[src/sv/slbr_pkg.sv]
// ----------------------------------------------------------------------------
// slbr_pkg : shared types and constants of the styled line/box rasterizer
// Operation codes, register map, controller states and the command/status
// groups between the controller and the datapath.
// ----------------------------------------------------------------------------
`default_nettype none

package slbr_pkg;

   localparam int COORD_W    = 12;
   localparam int PIX_W      = 4;
   localparam int STYLE_W    = 16;
   localparam int CSR_ADDR_W = 5;
   localparam int CSR_DATA_W = 32;

   localparam logic [3:0] STYLE_TOP_BIT = 4'd15;

   localparam logic [2:0] REG_SCREEN_WIDTH  = 3'd0;
   localparam logic [2:0] REG_SCREEN_HEIGHT = 3'd1;
   localparam logic [2:0] REG_VIEW_LEFT     = 3'd2;
   localparam logic [2:0] REG_VIEW_TOP      = 3'd3;
   localparam logic [2:0] REG_VIEW_RIGHT    = 3'd4;
   localparam logic [2:0] REG_VIEW_BOTTOM   = 3'd5;
   localparam logic [2:0] REG_DEFAULT_COLOR = 3'd6;

   localparam logic [9:0] RST_SCREEN_WIDTH  = 10'd320;
   localparam logic [8:0] RST_SCREEN_HEIGHT = 9'd200;
   localparam logic [9:0] RST_VIEW_LEFT     = 10'd0;
   localparam logic [8:0] RST_VIEW_TOP      = 9'd0;
   localparam logic [9:0] RST_VIEW_RIGHT    = 10'd319;
   localparam logic [8:0] RST_VIEW_BOTTOM   = 9'd199;
   localparam logic [3:0] RST_DEFAULT_COLOR = 4'd3;

   typedef enum logic [1:0] {
      OP_LINE = 2'd0,
      OP_BOX  = 2'd1,
      OP_FILL = 2'd2,
      OP_READ = 2'd3
   } op_type;

   typedef enum logic [2:0] {
      SEG_LINE,
      SEG_TOP,
      SEG_RIGHT,
      SEG_BOTTOM,
      SEG_LEFT,
      SEG_ROW
   } seg_type;

   typedef enum logic [3:0] {
      ST_IDLE,
      ST_DISPATCH,
      ST_SEG_LOAD,
      ST_RUN,
      ST_FILL_INIT,
      ST_FILL_CHECK,
      ST_READ,
      ST_READ_WAIT,
      ST_FINISH
   } state_type;

   typedef struct packed {
      logic [9:0] screen_width;
      logic [8:0] screen_height;
      logic [9:0] view_left;
      logic [8:0] view_top;
      logic [9:0] view_right;
      logic [8:0] view_bottom;
      logic [3:0] default_color;
   } cfg_type;

   typedef struct packed {
      op_type                     op;
      logic signed [COORD_W-1:0]  x_start;
      logic signed [COORD_W-1:0]  y_start;
      logic signed [COORD_W-1:0]  x_end;
      logic signed [COORD_W-1:0]  y_end;
      logic                       has_color;
      logic [PIX_W-1:0]           color;
      logic [STYLE_W-1:0]         line_style;
   } item_type;

   typedef struct packed {
      logic    accept;
      logic    seg_load;
      seg_type seg;
      logic    step;
      logic    row_init;
      logic    row_inc;
      logic    read_issue;
      logic    rsp_load;
   } cmd_type;

   typedef struct packed {
      op_type op;
      logic   at_end;
      logic   row_done;
      logic   rd_done;
      logic   clr_busy;
   } status_type;

endpackage

`default_nettype wire

[src/sv/slbr_csr.sv]
// ----------------------------------------------------------------------------
// slbr_csr : configuration registers
// APB-style write/read of screen size, viewport and default colour.
// ----------------------------------------------------------------------------
`default_nettype none

module slbr_csr (
   input  wire logic                                clock,
   input  wire logic                                reset,
   input  wire logic                                psel,
   input  wire logic                                penable,
   input  wire logic                                pwrite,
   input  wire logic [slbr_pkg::CSR_ADDR_W-1:0]     paddr,
   input  wire logic [slbr_pkg::CSR_DATA_W-1:0]     pwdata,
   output      logic [slbr_pkg::CSR_DATA_W-1:0]     prdata,
   output      logic                                pready,
   output      slbr_pkg::cfg_type                   cfg
);

   slbr_pkg::cfg_type cfg_ff;
   slbr_pkg::cfg_type cfg_in;
   logic              wr_en;
   logic [2:0]        idx;

   assign pready = 1'b1;
   assign wr_en  = psel && penable && pwrite;
   assign idx    = paddr[4:2];
   assign cfg    = cfg_ff;

   always_comb begin
      cfg_in = cfg_ff;
      if (wr_en) begin
         unique case (idx)
            slbr_pkg::REG_SCREEN_WIDTH:  cfg_in.screen_width  = pwdata[9:0];
            slbr_pkg::REG_SCREEN_HEIGHT: cfg_in.screen_height = pwdata[8:0];
            slbr_pkg::REG_VIEW_LEFT:     cfg_in.view_left     = pwdata[9:0];
            slbr_pkg::REG_VIEW_TOP:      cfg_in.view_top      = pwdata[8:0];
            slbr_pkg::REG_VIEW_RIGHT:    cfg_in.view_right    = pwdata[9:0];
            slbr_pkg::REG_VIEW_BOTTOM:   cfg_in.view_bottom   = pwdata[8:0];
            slbr_pkg::REG_DEFAULT_COLOR: cfg_in.default_color = pwdata[3:0];
            default:                     cfg_in = cfg_ff;
         endcase
      end
   end

   always_comb begin
      unique case (idx)
         slbr_pkg::REG_SCREEN_WIDTH:  prdata = 32'(cfg_ff.screen_width);
         slbr_pkg::REG_SCREEN_HEIGHT: prdata = 32'(cfg_ff.screen_height);
         slbr_pkg::REG_VIEW_LEFT:     prdata = 32'(cfg_ff.view_left);
         slbr_pkg::REG_VIEW_TOP:      prdata = 32'(cfg_ff.view_top);
         slbr_pkg::REG_VIEW_RIGHT:    prdata = 32'(cfg_ff.view_right);
         slbr_pkg::REG_VIEW_BOTTOM:   prdata = 32'(cfg_ff.view_bottom);
         slbr_pkg::REG_DEFAULT_COLOR: prdata = 32'(cfg_ff.default_color);
         default:                     prdata = '0;
      endcase
   end

   always_ff @(posedge clock) begin
      if (reset) begin
         cfg_ff.screen_width  <= slbr_pkg::RST_SCREEN_WIDTH;
         cfg_ff.screen_height <= slbr_pkg::RST_SCREEN_HEIGHT;
         cfg_ff.view_left     <= slbr_pkg::RST_VIEW_LEFT;
         cfg_ff.view_top      <= slbr_pkg::RST_VIEW_TOP;
         cfg_ff.view_right    <= slbr_pkg::RST_VIEW_RIGHT;
         cfg_ff.view_bottom   <= slbr_pkg::RST_VIEW_BOTTOM;
         cfg_ff.default_color <= slbr_pkg::RST_DEFAULT_COLOR;
      end else begin
         cfg_ff <= cfg_in;
      end
   end

endmodule

`default_nettype wire

[config.mk]
export PLATFORM = sky130hd
export DESIGN_NAME = slbr_csr
export DESIGN_NICKNAME = d
export VERILOG_FILES = /design/src/sv/slbr_pkg.sv /design/src/sv/slbr_csr.sv
export SDC_FILE = /design/constraint.sdc
export NUM_CORES = 1
export LEC_CHECK = 0
export BUFFER_PORTS_ARGS = -buffer_cell sky130_fd_sc_hd__buf_2
export CORE_ASPECT_RATIO = 1.5
export CORE_MARGIN = 1
export CORE_UTILIZATION = 35
export CTS_CLUSTER_SIZE = 10
export DETAILED_ROUTE_END_ITERATION = 10
export GPL_ROUTABILITY_DRIVEN = 0
export GPL_TIMING_DRIVEN = 0
export PLACE_DENSITY = 0.59
export SYNTH_ARGS = -nofsm -noshare
export SYNTH_HDL_FRONTEND = slang
export SYNTH_SLANG_ARGS = --single-unit
[constraint.sdc]
create_clock -name clock -period 1.2 [get_ports clock]
set_input_delay 0.12 -clock clock [delete_from_list [all_inputs] [get_ports clock]]
set_output_delay 0.12 -clock clock [all_outputs]
set_load 0.02 [all_outputs]
Yosys cells after proc, flatten, opt, wreduce, memory -nomap -nowiden

Cells that the tools add are included.

Equal/unequal tests: 6
Muxes and demuxes: 1
Reductions and logical operators: 10

Operators by type and width:

| operator           | count |
|---|---|
| $pmux 10 s7        | 1 |
| $reduce_and 2->1   | 7 |
| $eq 3x3->1 const B | 3 |
| $eq 3x2->1 const B | 2 |
| $eq 3x1->1 const B | 1 |
| $logic_not 3->1    | 1 |
| $logic_and 1x1->1  | 2 |

Register bits after elaboration: 61

Longest topological paths before layout

Word-level depth: 3
Mapped depth: 6

Worst setup path after synthesis

No wires, ideal clock.

Path type: register to output
From: register cfg_ff (netlist bit cfg[51])
To: output port prdata[0] (netlist bit)
Arrival time: 1159 ps
Required time: 1080 ps
Path slack: -79 ps
Cell stages (with the launch flop): 4
Buffers on the path: 0
Cells stage by stage: dfxtp_1 mux2_2 a21oi_1 o21ai_0

Longest elaborated chain between the ends: 1

RTL lines:

| element                | line           | text |
|---|---|---|
| start, declared        | slbr_csr.sv:20 | `slbr_pkg::cfg_type cfg_ff;` |
| start signal, assigned | slbr_csr.sv:69 | `cfg_ff <= cfg_in;` |
| $pmux 10 s7            | slbr_csr.sv:47 | `unique case (idx)` |
| end, declared          | slbr_csr.sv:15 | `output logic [slbr_pkg::CSR_DATA_W-1:0] prdata,` |

Every way passes these cells.

Worst setup path in the final report

From: register cfg_ff (netlist bit cfg[3])
To: output port prdata[3] (netlist bit)

The elaborated chain is that of the path after synthesis.

==> impl_results.md <==
* Starting density of the core at 36.27%
* Status: complete, but fails checks
* Peak fanout along the critical path at 2
* Fin Hold WS at approximately 0.064 ns
* Max incr delay on CP at approximately 0.46 ns
* IO Count at 136
* Worst setup EP type: output port
* Clock Tree Buf Depth at 2
* Die area at 9543 um2
* Max reg flops at between 60 and 70
* Post-Syn Area per Cell at 9.615 um2
* Port Buffers at 86
* Worst IR drop on VDD at 0.8073 mV
* Die width at 80.10 um
* Setup WS post-layout at -0.4431 ns
* Synth async-reset ratio at 0%
* Synth-to-Final Area Change at 37.20%
* Placed cell count at 550
* Combinational Power Share at roughly 12%
* DRC Markers at 0
* Top-area cell type share of the netlist area at 38.14%
* Avg Vias per Cell at 5.000
* Req. time, crit path at 1.08 ns
* Antenna Cells at 0
* Violated checks: negative setup slack
* Syn Std Cell Area at 3202 um2
* Critical path's slowest cell: mux4_2
* CTS root buffer: clkbuf_16
* Synth top area cells: dfxtp_1 (38%), mux2i_1 (19%), nand2b_1 (7.8%), buf_4 (5.9%), mux2_2 (3.9%)
* Sequential power share at 38.6%
* Largest net degree at the start of global routing at 11
* Post-synth EDFFs at 0
* Worst Tran Pin Value at 0.5886 ns
* RSZ-0062 raised after global routing: true
* Area of the core at 8828 um2
* Final setup vio count at 10
* Clock tree sinks at 61
* F_max at 0.6086 GHz
* Post-synth top area cell: dfxtp_1
* Synth Register Bits at 61
* Internal at 4055 uW
* CTS tree: yes
* Mapped Cells at 333
* Psw at between 1000 and 1500 uW
* Critical path arrival at 1.52 ns
* Max_cap viols at 0
* WS Path Type: reg2out
* Final std cells w/o fill at around 580
* Synth cell count leaders: dfxtp_1 (61), mux2i_1 (61), nand2b_1 (40)
* Sequential area share after synthesis at 38.14%
* Initial antenna violation count at 0
* Net count, final at approximately 500
* Final number of max-transition violations at 0
* Final hold violation count at 0
* H-tree lvl count at 3
* Yosys cell types at 35
* First-pass GRT wire length at roughly 15 mm
* GRT overflow at 0
* FF-to-FF setup slack at between 0.4 and 0.5 ns
* Share of layout cells above drive strength 1 at 44.09%
* Total number of vias at 2875
* DR iter-0 viols at 167
* FP Rows at 42
* Sw Ratio at about a quarter
* Hold Buf Count CTS at 0
* Most used DFF post-synth: dfxtp_1
* DPL Wire Length at about 7 mm
* Rel. slew slack at between 60% and 70%
* Layout Skew at 0 ns
* Syn. warnings at 0
* CTS buffer count at 9
* Clock Latency Late Sink at 0.33 ns
* Worst path cell trace: mux4_2 -> mux2_4 -> buf_6
* Clk pwr share at 49.0%
* Post-route ant nets at 0
* Final Cycle Share at 136.9%
* Drt first pass iters at 4
* Total Wirelength at 10.08 mm
* P_leak at 0.002232 uW
* Power Density at 1212 nW/um2
* Worst setup SP type: flip-flop
* Vias in the first global route at 2863
* Die extent in y at 119.1 um
* Clk slew on worst S/H paths at 0.05 ns
* Worst Hold Class: in2reg
* WL per Instance at 17.53 um
* Minimum clock period at between 1.5 and 2 ns
* Total GRT Usage at 21.96%
* Pre-CTS setup slack at -0.2438 ns
==> final timing paths <==
check	startpoint	endpoint	depth (start not counted)
worst min-delay path	pwdata[9]	cfg[41]$_SDFFE_PP0P_	3
worst min register to register	cfg[23]$_SDFFE_PP0P_	cfg[23]$_SDFFE_PP0P_	2
worst max register to register	cfg[32]$_SDFFE_PP0P_	cfg[32]$_SDFFE_PP0P_	3
worst max-delay path	cfg[3]$_SDFFE_PP0P_	prdata[3]	3
==> routing by layer <==
metal  wire (um)  vias to the layer above  track usage (%)
li1            -                     1370                -
met1        3929                     1359            24.08
met2        5295                      122            39.42
met3         532                       24            3.985
met4         320                        0            10.83
met5           0                        -                0
==> what timing repair did <==
item,4_1_cts,5_1_grt
gates cloned,0,0
setup buffers,11,0
setup endpoints to repair,10,10
pin swaps,4,2
gates resized for setup,41,11
==> power by group through the flow <==
stage          sequential (uW)  combinational [uW]  clock (uW)
3_5_place_dp              2100                 603           0
2_1_floorplan             2110                 408           0
3_3_place_gp              2100                 598           0
5_1_grt                   2060                 701        2710
4_1_cts                   2060                 647        2630
6_report                  2060                 659        2610
==> per-stage QoR <==
stage	utilization [%]	setup TNS [ns]	instance area [um2]	total power, uW
after floorplan	-	-0.02839	3289	2521
after global placement	43.69	-4.441	3857	2695
after detailed placement	43.69	-5.376	3857	2700
after CTS	49.38	-2.424	4359	5334
after global routing	49.76	-2.787	4393	5470
final	49.76	-2.397	4393	5324
==> area by class of cell <==
class                           count  area, um2
Buffer                             46      317.8
Clock buffer                       13      270.3
Clock inverter                      1      30.03
Fill cell                         892       4436
Inverter                            2      7.507
Multi-Input combinational cell    245       1832
Sequential cell                    61       1247
Tap cell                          110      137.6
Timing Repair Buffer               97      550.5
==> worst max-delay path, delay by kind of cell (launching register included) <==
kind	cells	cell delay (ns)
mux	2	0.74
flops	1	0.32
buf+inv	1	0.13
==> cell usage in the layout (no fill, tap or decap), types with 8 or more instances in the layout <==
cell type and count:
buf_2 84, mux2i_1 60, buf_4 41, nand2b_1 40, dfxtp_1 40, nor2_1 31, conb_1 23, dfxtp_2 21
a21oi_1 16, nand3_1 14, o21ai_0 12, clkbuf_1 9, clkbuf_16 9, buf_6 8
==> logic make-up (layout without fill, tap and decap cells) <==
family                 after synthesis  in the layout  synth area share (%)
buffers and inverters               48            159                 10.12
other                                2             23                0.2346
and+or+nand+nor                    102            102                 18.99
AOI/OAI and AO/OA                   47             47                 8.871
muxes                               73             73                 23.64
DFF                                 61             61                 38.14
(Power assumes the default switching activity.)
