**src/sv/slbr_pkg.sv**
```systemverilog
// ----------------------------------------------------------------------------
// slbr_pkg : shared types and constants of the styled line/box rasterizer
// Operation codes, register map, controller states and the command/status
// groups between the controller and the datapath.
// ----------------------------------------------------------------------------
`default_nettype none

package slbr_pkg;

   localparam int COORD_W    = 12;
   localparam int PIX_W      = 4;
   localparam int STYLE_W    = 16;
   localparam int CSR_ADDR_W = 5;
   localparam int CSR_DATA_W = 32;

   localparam logic [3:0] STYLE_TOP_BIT = 4'd15;

   localparam logic [2:0] REG_SCREEN_WIDTH  = 3'd0;
   localparam logic [2:0] REG_SCREEN_HEIGHT = 3'd1;
   localparam logic [2:0] REG_VIEW_LEFT     = 3'd2;
   localparam logic [2:0] REG_VIEW_TOP      = 3'd3;
   localparam logic [2:0] REG_VIEW_RIGHT    = 3'd4;
   localparam logic [2:0] REG_VIEW_BOTTOM   = 3'd5;
   localparam logic [2:0] REG_DEFAULT_COLOR = 3'd6;

   localparam logic [9:0] RST_SCREEN_WIDTH  = 10'd320;
   localparam logic [8:0] RST_SCREEN_HEIGHT = 9'd200;
   localparam logic [9:0] RST_VIEW_LEFT     = 10'd0;
   localparam logic [8:0] RST_VIEW_TOP      = 9'd0;
   localparam logic [9:0] RST_VIEW_RIGHT    = 10'd319;
   localparam logic [8:0] RST_VIEW_BOTTOM   = 9'd199;
   localparam logic [3:0] RST_DEFAULT_COLOR = 4'd3;

   typedef enum logic [1:0] {
      OP_LINE = 2'd0,
      OP_BOX  = 2'd1,
      OP_FILL = 2'd2,
      OP_READ = 2'd3
   } op_type;

   typedef enum logic [2:0] {
      SEG_LINE,
      SEG_TOP,
      SEG_RIGHT,
      SEG_BOTTOM,
      SEG_LEFT,
      SEG_ROW
   } seg_type;

   typedef enum logic [3:0] {
      ST_IDLE,
      ST_DISPATCH,
      ST_SEG_LOAD,
      ST_RUN,
      ST_FILL_INIT,
      ST_FILL_CHECK,
      ST_READ,
      ST_READ_WAIT,
      ST_FINISH
   } state_type;

   typedef struct packed {
      logic [9:0] screen_width;
      logic [8:0] screen_height;
      logic [9:0] view_left;
      logic [8:0] view_top;
      logic [9:0] view_right;
      logic [8:0] view_bottom;
      logic [3:0] default_color;
   } cfg_type;

   typedef struct packed {
      op_type                     op;
      logic signed [COORD_W-1:0]  x_start;
      logic signed [COORD_W-1:0]  y_start;
      logic signed [COORD_W-1:0]  x_end;
      logic signed [COORD_W-1:0]  y_end;
      logic                       has_color;
      logic [PIX_W-1:0]           color;
      logic [STYLE_W-1:0]         line_style;
   } item_type;

   typedef struct packed {
      logic    accept;
      logic    seg_load;
      seg_type seg;
      logic    step;
      logic    row_init;
      logic    row_inc;
      logic    read_issue;
      logic    rsp_load;
   } cmd_type;

   typedef struct packed {
      op_type op;
      logic   at_end;
      logic   row_done;
      logic   rd_done;
      logic   clr_busy;
   } status_type;

endpackage

`default_nettype wire

```
**src/sv/slbr_ctrl.sv**
```systemverilog
// ----------------------------------------------------------------------------
// slbr_ctrl : operation sequencer
// Walks each request through its segments, rows or read, and owns the
// request/response handshakes.
// ----------------------------------------------------------------------------
`default_nettype none

module slbr_ctrl (
   input  wire logic                 clock,
   input  wire logic                 reset,
   input  wire logic                 req_valid,
   output      logic                 req_ready,
   output      logic                 rsp_valid,
   input  wire logic                 rsp_ready,
   input  wire slbr_pkg::status_type status,
   output      slbr_pkg::cmd_type    cmd
);

   slbr_pkg::state_type state_ff, state_in;
   slbr_pkg::seg_type   seg_ff, seg_in;
   logic                rsp_valid_ff, rsp_valid_in;

   assign rsp_valid = rsp_valid_ff;

   always_ff @(posedge clock) begin
      if (reset) begin
         state_ff     <= slbr_pkg::ST_IDLE;
         seg_ff       <= slbr_pkg::SEG_LINE;
         rsp_valid_ff <= 1'b0;
      end else begin
         state_ff     <= state_in;
         seg_ff       <= seg_in;
         rsp_valid_ff <= rsp_valid_in;
      end
   end

   always_comb begin
      state_in  = state_ff;
      seg_in    = seg_ff;
      cmd       = '0;
      cmd.seg   = seg_ff;
      req_ready = 1'b0;

      unique case (state_ff)
         slbr_pkg::ST_IDLE: begin
            req_ready = !status.clr_busy;
            if (req_valid && !status.clr_busy) begin
               cmd.accept = 1'b1;
               state_in   = slbr_pkg::ST_DISPATCH;
            end
         end
         slbr_pkg::ST_DISPATCH: begin
            unique case (status.op)
               slbr_pkg::OP_LINE: begin
                  seg_in   = slbr_pkg::SEG_LINE;
                  state_in = slbr_pkg::ST_SEG_LOAD;
               end
               slbr_pkg::OP_BOX: begin
                  seg_in   = slbr_pkg::SEG_TOP;
                  state_in = slbr_pkg::ST_SEG_LOAD;
               end
               slbr_pkg::OP_FILL: state_in = slbr_pkg::ST_FILL_INIT;
               slbr_pkg::OP_READ: state_in = slbr_pkg::ST_READ;
               default:           state_in = slbr_pkg::ST_FINISH;
            endcase
         end
         slbr_pkg::ST_SEG_LOAD: begin
            cmd.seg_load = 1'b1;
            state_in     = slbr_pkg::ST_RUN;
         end
         slbr_pkg::ST_RUN: begin
            cmd.step = 1'b1;
            if (status.at_end) begin
               if (status.op == slbr_pkg::OP_FILL) begin
                  cmd.row_inc = 1'b1;
                  state_in    = slbr_pkg::ST_FILL_CHECK;
               end else if (status.op == slbr_pkg::OP_BOX) begin
                  state_in = slbr_pkg::ST_SEG_LOAD;
                  case (seg_ff)
                     slbr_pkg::SEG_TOP:    seg_in = slbr_pkg::SEG_RIGHT;
                     slbr_pkg::SEG_RIGHT:  seg_in = slbr_pkg::SEG_BOTTOM;
                     slbr_pkg::SEG_BOTTOM: seg_in = slbr_pkg::SEG_LEFT;
                     default:              state_in = slbr_pkg::ST_FINISH;
                  endcase
               end else begin
                  state_in = slbr_pkg::ST_FINISH;
               end
            end
         end
         slbr_pkg::ST_FILL_INIT: begin
            cmd.row_init = 1'b1;
            state_in     = slbr_pkg::ST_FILL_CHECK;
         end
         slbr_pkg::ST_FILL_CHECK: begin
            if (status.row_done) begin
               state_in = slbr_pkg::ST_FINISH;
            end else begin
               seg_in   = slbr_pkg::SEG_ROW;
               state_in = slbr_pkg::ST_SEG_LOAD;
            end
         end
         slbr_pkg::ST_READ: begin
            cmd.read_issue = 1'b1;
            state_in       = slbr_pkg::ST_READ_WAIT;
         end
         slbr_pkg::ST_READ_WAIT: begin
            if (status.rd_done) begin
               state_in = slbr_pkg::ST_FINISH;
            end
         end
         slbr_pkg::ST_FINISH: begin
            if (!rsp_valid_ff || rsp_ready) begin
               cmd.rsp_load = 1'b1;
               state_in     = slbr_pkg::ST_IDLE;
            end
         end
         default: state_in = slbr_pkg::ST_IDLE;
      endcase
   end

   always_comb begin
      if (cmd.rsp_load) begin
         rsp_valid_in = 1'b1;
      end else if (rsp_ready) begin
         rsp_valid_in = 1'b0;
      end else begin
         rsp_valid_in = rsp_valid_ff;
      end
   end

endmodule

`default_nettype wire

```
**config.mk**
```make
export PLATFORM = sky130hd
export DESIGN_NAME = slbr_ctrl
export DESIGN_NICKNAME = d
export VERILOG_FILES = /design/src/sv/slbr_pkg.sv /design/src/sv/slbr_ctrl.sv
export SDC_FILE = /design/constraint.sdc
export NUM_CORES = 1
export LEC_CHECK = 0
export BUFFER_PORTS_ARGS = -buffer_cell sky130_fd_sc_hd__buf_4
export CAP_MARGIN = 5
export CORE_UTILIZATION = 42
export DETAILED_ROUTE_END_ITERATION = 12
export HOLD_SLACK_MARGIN = 0.03
export PLACE_DENSITY = 0.72
export SYNTH_ARGS = -nofsm -noshare
export SYNTH_HDL_FRONTEND = slang
export SYNTH_SLANG_ARGS = --single-unit
```
**constraint.sdc**
```tcl
create_clock -name clock -period 2 [get_ports clock]
set_clock_uncertainty 0.2 [all_clocks]
set_input_delay 0.6 -clock clock [delete_from_list [all_inputs] [get_ports clock]]
set_output_delay 0.6 -clock clock [all_outputs]
set_load 0.005 [all_outputs]
```
After elaboration in Yosys (flattened, before gate mapping). Cells that the tools add are included.

Flip-flop bits (word level): 8. Input bits: 10. Word-level logic and storage cells: 69.

Eq/ne operators: 23. Mux-type cells: 31. Reductions and logical operators: 12.

Operators with widths (number): $pmux 4 s9 (1); $mux 4 (8); $pmux 3 s3 (2); $eq 4x3->1 const B (4); $mux 1 (14); $ne 2x2->1 const B (7); $mux 3 (4); $pmux 4 s3 (1); $eq 4x2->1 const B (2); $reduce_and 7->1 (1); $eq 3x2->1 const B (2); $pmux 3 s2 (1); $eq 2x2->1 const B (2); $eq 4x1->1 const B (1); $eq 4x4->1 const B (1); $logic_not 4->1 (1); $ne 4x1->1 const B (1); $reduce_and 4->1 (1); $eq 3x1->1 const B (1); $ne 3x3->1 const B (1); $reduce_bool 3->1 (1); $reduce_or 3->1 (1); $eq 2x1->1 const B (1); $logic_not 1->1 (2); 5 further kinds (5).

Longest topological paths before layout.
Word-level depth: 7. Gate-level depth with buffers: 6. Depth with buffers taken out: 5.

Least setup slack after synthesis. OpenSTA, ideal clock, no wires.

Kind: reg2out. From: register state_ff[1]. To: output cmd[0] in the netlist's numbering. Arrival time: 1.231 ns. Data required time: 1.200 ns. Setup slack: -0.031 ns. Stages on the path, launching flop included: 5. Buffers on the path: 2. Cell sequence: dfxtp_1 > buf_2 > or4b_1 > nor2b_1 > buf_4.

RTL lines: start, declared (line slbr_ctrl.sv:19) `slbr_pkg::state_type state_ff, state_in;`; start signal, assigned (line slbr_ctrl.sv:27) `state_ff <= slbr_pkg::ST_IDLE;`; start signal, assigned (line slbr_ctrl.sv:31) `state_ff <= state_in;`; end, declared (line slbr_ctrl.sv:16) `output slbr_pkg::cmd_type cmd`.

==> summary.md <==
| Metric | Value |
|---|---|
| Maximum vdd drop | `between 0.6 and 0.7 mV` |
| Storage element area | `173 µm²` |
| Horiz. Die Dim | `slightly above 40 µm` |
| Post-synth top area share | `approximately a quarter` |
| Core ar. | `0.00133 mm²` |
| Leak Pwr | `0.000432 µW` |
| PwrDens | `approximately 940 mW/mm²` |
| Critical Path AT | `1.44 ns` |
| First-pass iteration count of the detailed router | `4` |
| Synthesized flop and latch total | `8` |
| Mapped Area | `between 600 and 700 µm²` |
| Synthesized area per cell | `slightly above 8 µm²` |
| DR vias | `between 700 and 800` |
| Fraction of registers with async set or reset after synthesis | `0%` |
| Nets@finish | `between 100 and 150` |
| Initial Utilization | `around 46%` |
| Fmax | `446 MHz` |
| Worst min path class | `flip-flop to flip-flop` |
| Worst slew margin | `59.1%` |
| Failing checks | `negative setup slack` |
| Number of synthesized flops with an enable pin | `0` |
| H-tree Lvls | `1` |
| Count of different cell masters after synthesis | `34` |
| GPL Wtd Cong | `just over 0.8` |
| Initial antenna violation count | `0` |
| Clk Latency, worst-skew pair | `roughly 0.26 ns` |
| Crit path capture type | `primary output` |
| TritonCTS Buffers | `3` |
| DP HPWL | `1.32 mm` |
| Drt first-iter violations | `29` |
| Main synth FF type | `dfxtp_1` |
| Worst Slack Setup Final | `-0.240 ns` |
| Cell accounting for the most synthesized area | `dfxtp_1` |
| Unrepaired setup endpoints after global routing | `true` |
| Dpl cells | `117` |
| Max-Cap Viols | `0` |
| Syn_nets | `85` |
| Status | `complete, but fails checks` |
| Area Overhead vs Synth | `72.7%` |
| Worst slew pin tran | `0.604 ns` |
| Hold Buf Count CTS | `0` |
| CTS max path bufs | `2` |
| CTS tree | `done` |
| Fin cells | `roughly 130` |
| Sink Count | `8` |
| DRC | `0` |
| ANT cells | `0` |
| Crit path kind | `flip-flop to primary output` |
| Clock transition at path regs | `around 0.05 ns` |
| Top cells by area, synth | `dfxtp_1 (26%), nand2b_1 (6.1%), o31ai_1 (6.1%)` |
| Gr usage total | `24.8%` |
| Port bufs | `21` |
| Row count | `13` |
| Synthesized instance count | `75` |
| Fillers | `90` |
| Number of routed nets with antenna violations | `0` |
| Final count of hold timing violations | `0` |
| Fin crit share | `112%` |
| DIE AREA | `between 0.0015 and 0.002 mm²` |
| DIE HEIGHT | `between 40 and 50 µm` |
| Pin count of the biggest net entering global routing | `10` |
| Startpoint Class | `flip-flop` |
| Warnings, synthesis | `0` |
| First-pass GRT wire length | `~2.5 mm` |
| Register area share after synthesis | `between 20% and 30%` |
| Routed vias/inst | `between 5 and 6` |
| Root buffer cell | `clkbuf_4` |
| Data required, critical path | `roughly 1.2 ns` |
| CP max FO | `4` |
| Vias in the first global route | `between 600 and 700` |
| Remaining Overflow, GRT | `0` |
| Fin crit period | `about 2.2 ns` |
| Total Power | `between 900 and 1000 µW` |
| Total Wirelength | `between 2 and 2.5 mm` |
| Top Ports | `22` |
| Multi-input gate area | `approximately 530 µm²` |
| Share of post-route cells with drive strength above 1 | `between 50% and 60%` |
| Routed length per instance | `16.1 µm` |
| Final setup fails | `10` |
| Final Max Slew Viols | `0` |
-- power breakdown --
group | internal [µW] | switching [µW] | leakage (µW) | total [µW]
registers | 195 | 35.8 | 0.0000675 | 231
clock network | 68.7 | 55.3 | 0.0000138 | 124
logic | 329 | 316 | 0.000351 | 645
total | 593 | 407 | 0.000432 | 1000
-- metrics by stage --
stage	setup slack [ns]	area, µm²	hold slack [ns]	util, %	setup TNS, ns
6_report	-0.240	1070	0.330	80.0	-1.05
5_1_grt	-0.268	1070	0.341	80.0	-1.50
4_1_cts	-0.223	948	0.326	71.1	-0.985
3_5_place_dp	-0.0308	862	0.319	64.6	-0.0681
3_3_place_gp	0.00703	862	0.290	64.6	0
2_1_floorplan	-0.00476	627	0.284	-	-0.00476
-- cells by family (layout without fill, tap and decap cells) --
logic type             after synthesis  in the layout  synth area share [%]
and+or+nand+nor                     39             39                  40.7
AOI/OAI and AO/OA                   17             17                  21.5
DFF                                  8              8                  25.9
buffers and inverters                8             46                  7.08
muxes                                3              3                  4.86
-- synth_stat cells, types with 2 or more instances --
cell / number
dfxtp_1: 8
nor2_1: 7
nand2b_1: 6
nand2_1: 5
nor3_1: 5
o31ai_1: 5
inv_1: 4
a21oi_1: 3
mux2i_1: 3
buf_2: 2
or3_1: 2
or4_1: 2
or4_4: 2
-- layer usage --
layer	track usage (%)	up-vias	wire, µm
li1	-	360	-
met1	27.2	346	812
met2	38.9	40	1050
met3	5.00	12	104
met4	24.2	0	100
met5	0	-	0
-- placed cells by master (no fill, tap or decap), types with 2 or more instances in the layout --
cell and n:
a21oi_1 3, nand2b_1 5, o31ai_4 3, or3_1 2
buf_6 2, nor3_2 2, nor3_1 2, dfxtp_1 4
mux2i_1 3, nor2_1 6, inv_1 3, buf_4 36
dfxtp_4 3, clkbuf_4 3, or4_4 3, nor2_2 2
nand2_1 5
-- state kept, by name (all words and copies together), names as in the netlist --
| register | flops |
|---|---|
| seg_ff | 3 |
| rsp_valid | 1 |
| state_ff | 4 |
-- what timing repair did --
item,CTS,global route
pin swaps,3,6
endpoints found under the setup margin,8,13
gates cloned,0,0
buffers inserted,4,4
resized for setup,11,17
-- layout make-up --
type / count / area share (%)
flip-flops and latches: 8 / 16.2
inverters: 4 / 1.41
repair buffers: 39 / 29.3
clock buffers: 3 / 2.11
multi-input cells: 59 / 49.2
well taps: 15 / 1.76
-- critical path, cell delays in order, from the launching register on --
cell and delay, ns:
dfxtp_4 0.35, or4_4 0.52, nor3b_2 0.18, buf_4 0.13
-- worst paths after layout --
path,start,end,slack (ns),cells after the start
hold / removal,seg_ff[0]$_SDFFE_PP0P_,seg_ff[0]$_SDFFE_PP0P_,0.33,2
setup reg to reg,state_ff[1]$_SDFFE_PP0P_,state_ff[2]$_SDFFE_PP0P_,-0.08,6
hold reg to reg,seg_ff[0]$_SDFFE_PP0P_,seg_ff[0]$_SDFFE_PP0P_,0.33,2
setup / recovery,state_ff[3]$_SDFFE_PP0P_,cmd[9],-0.24,3
No activity file was read; power rests on OpenSTA's default activity.
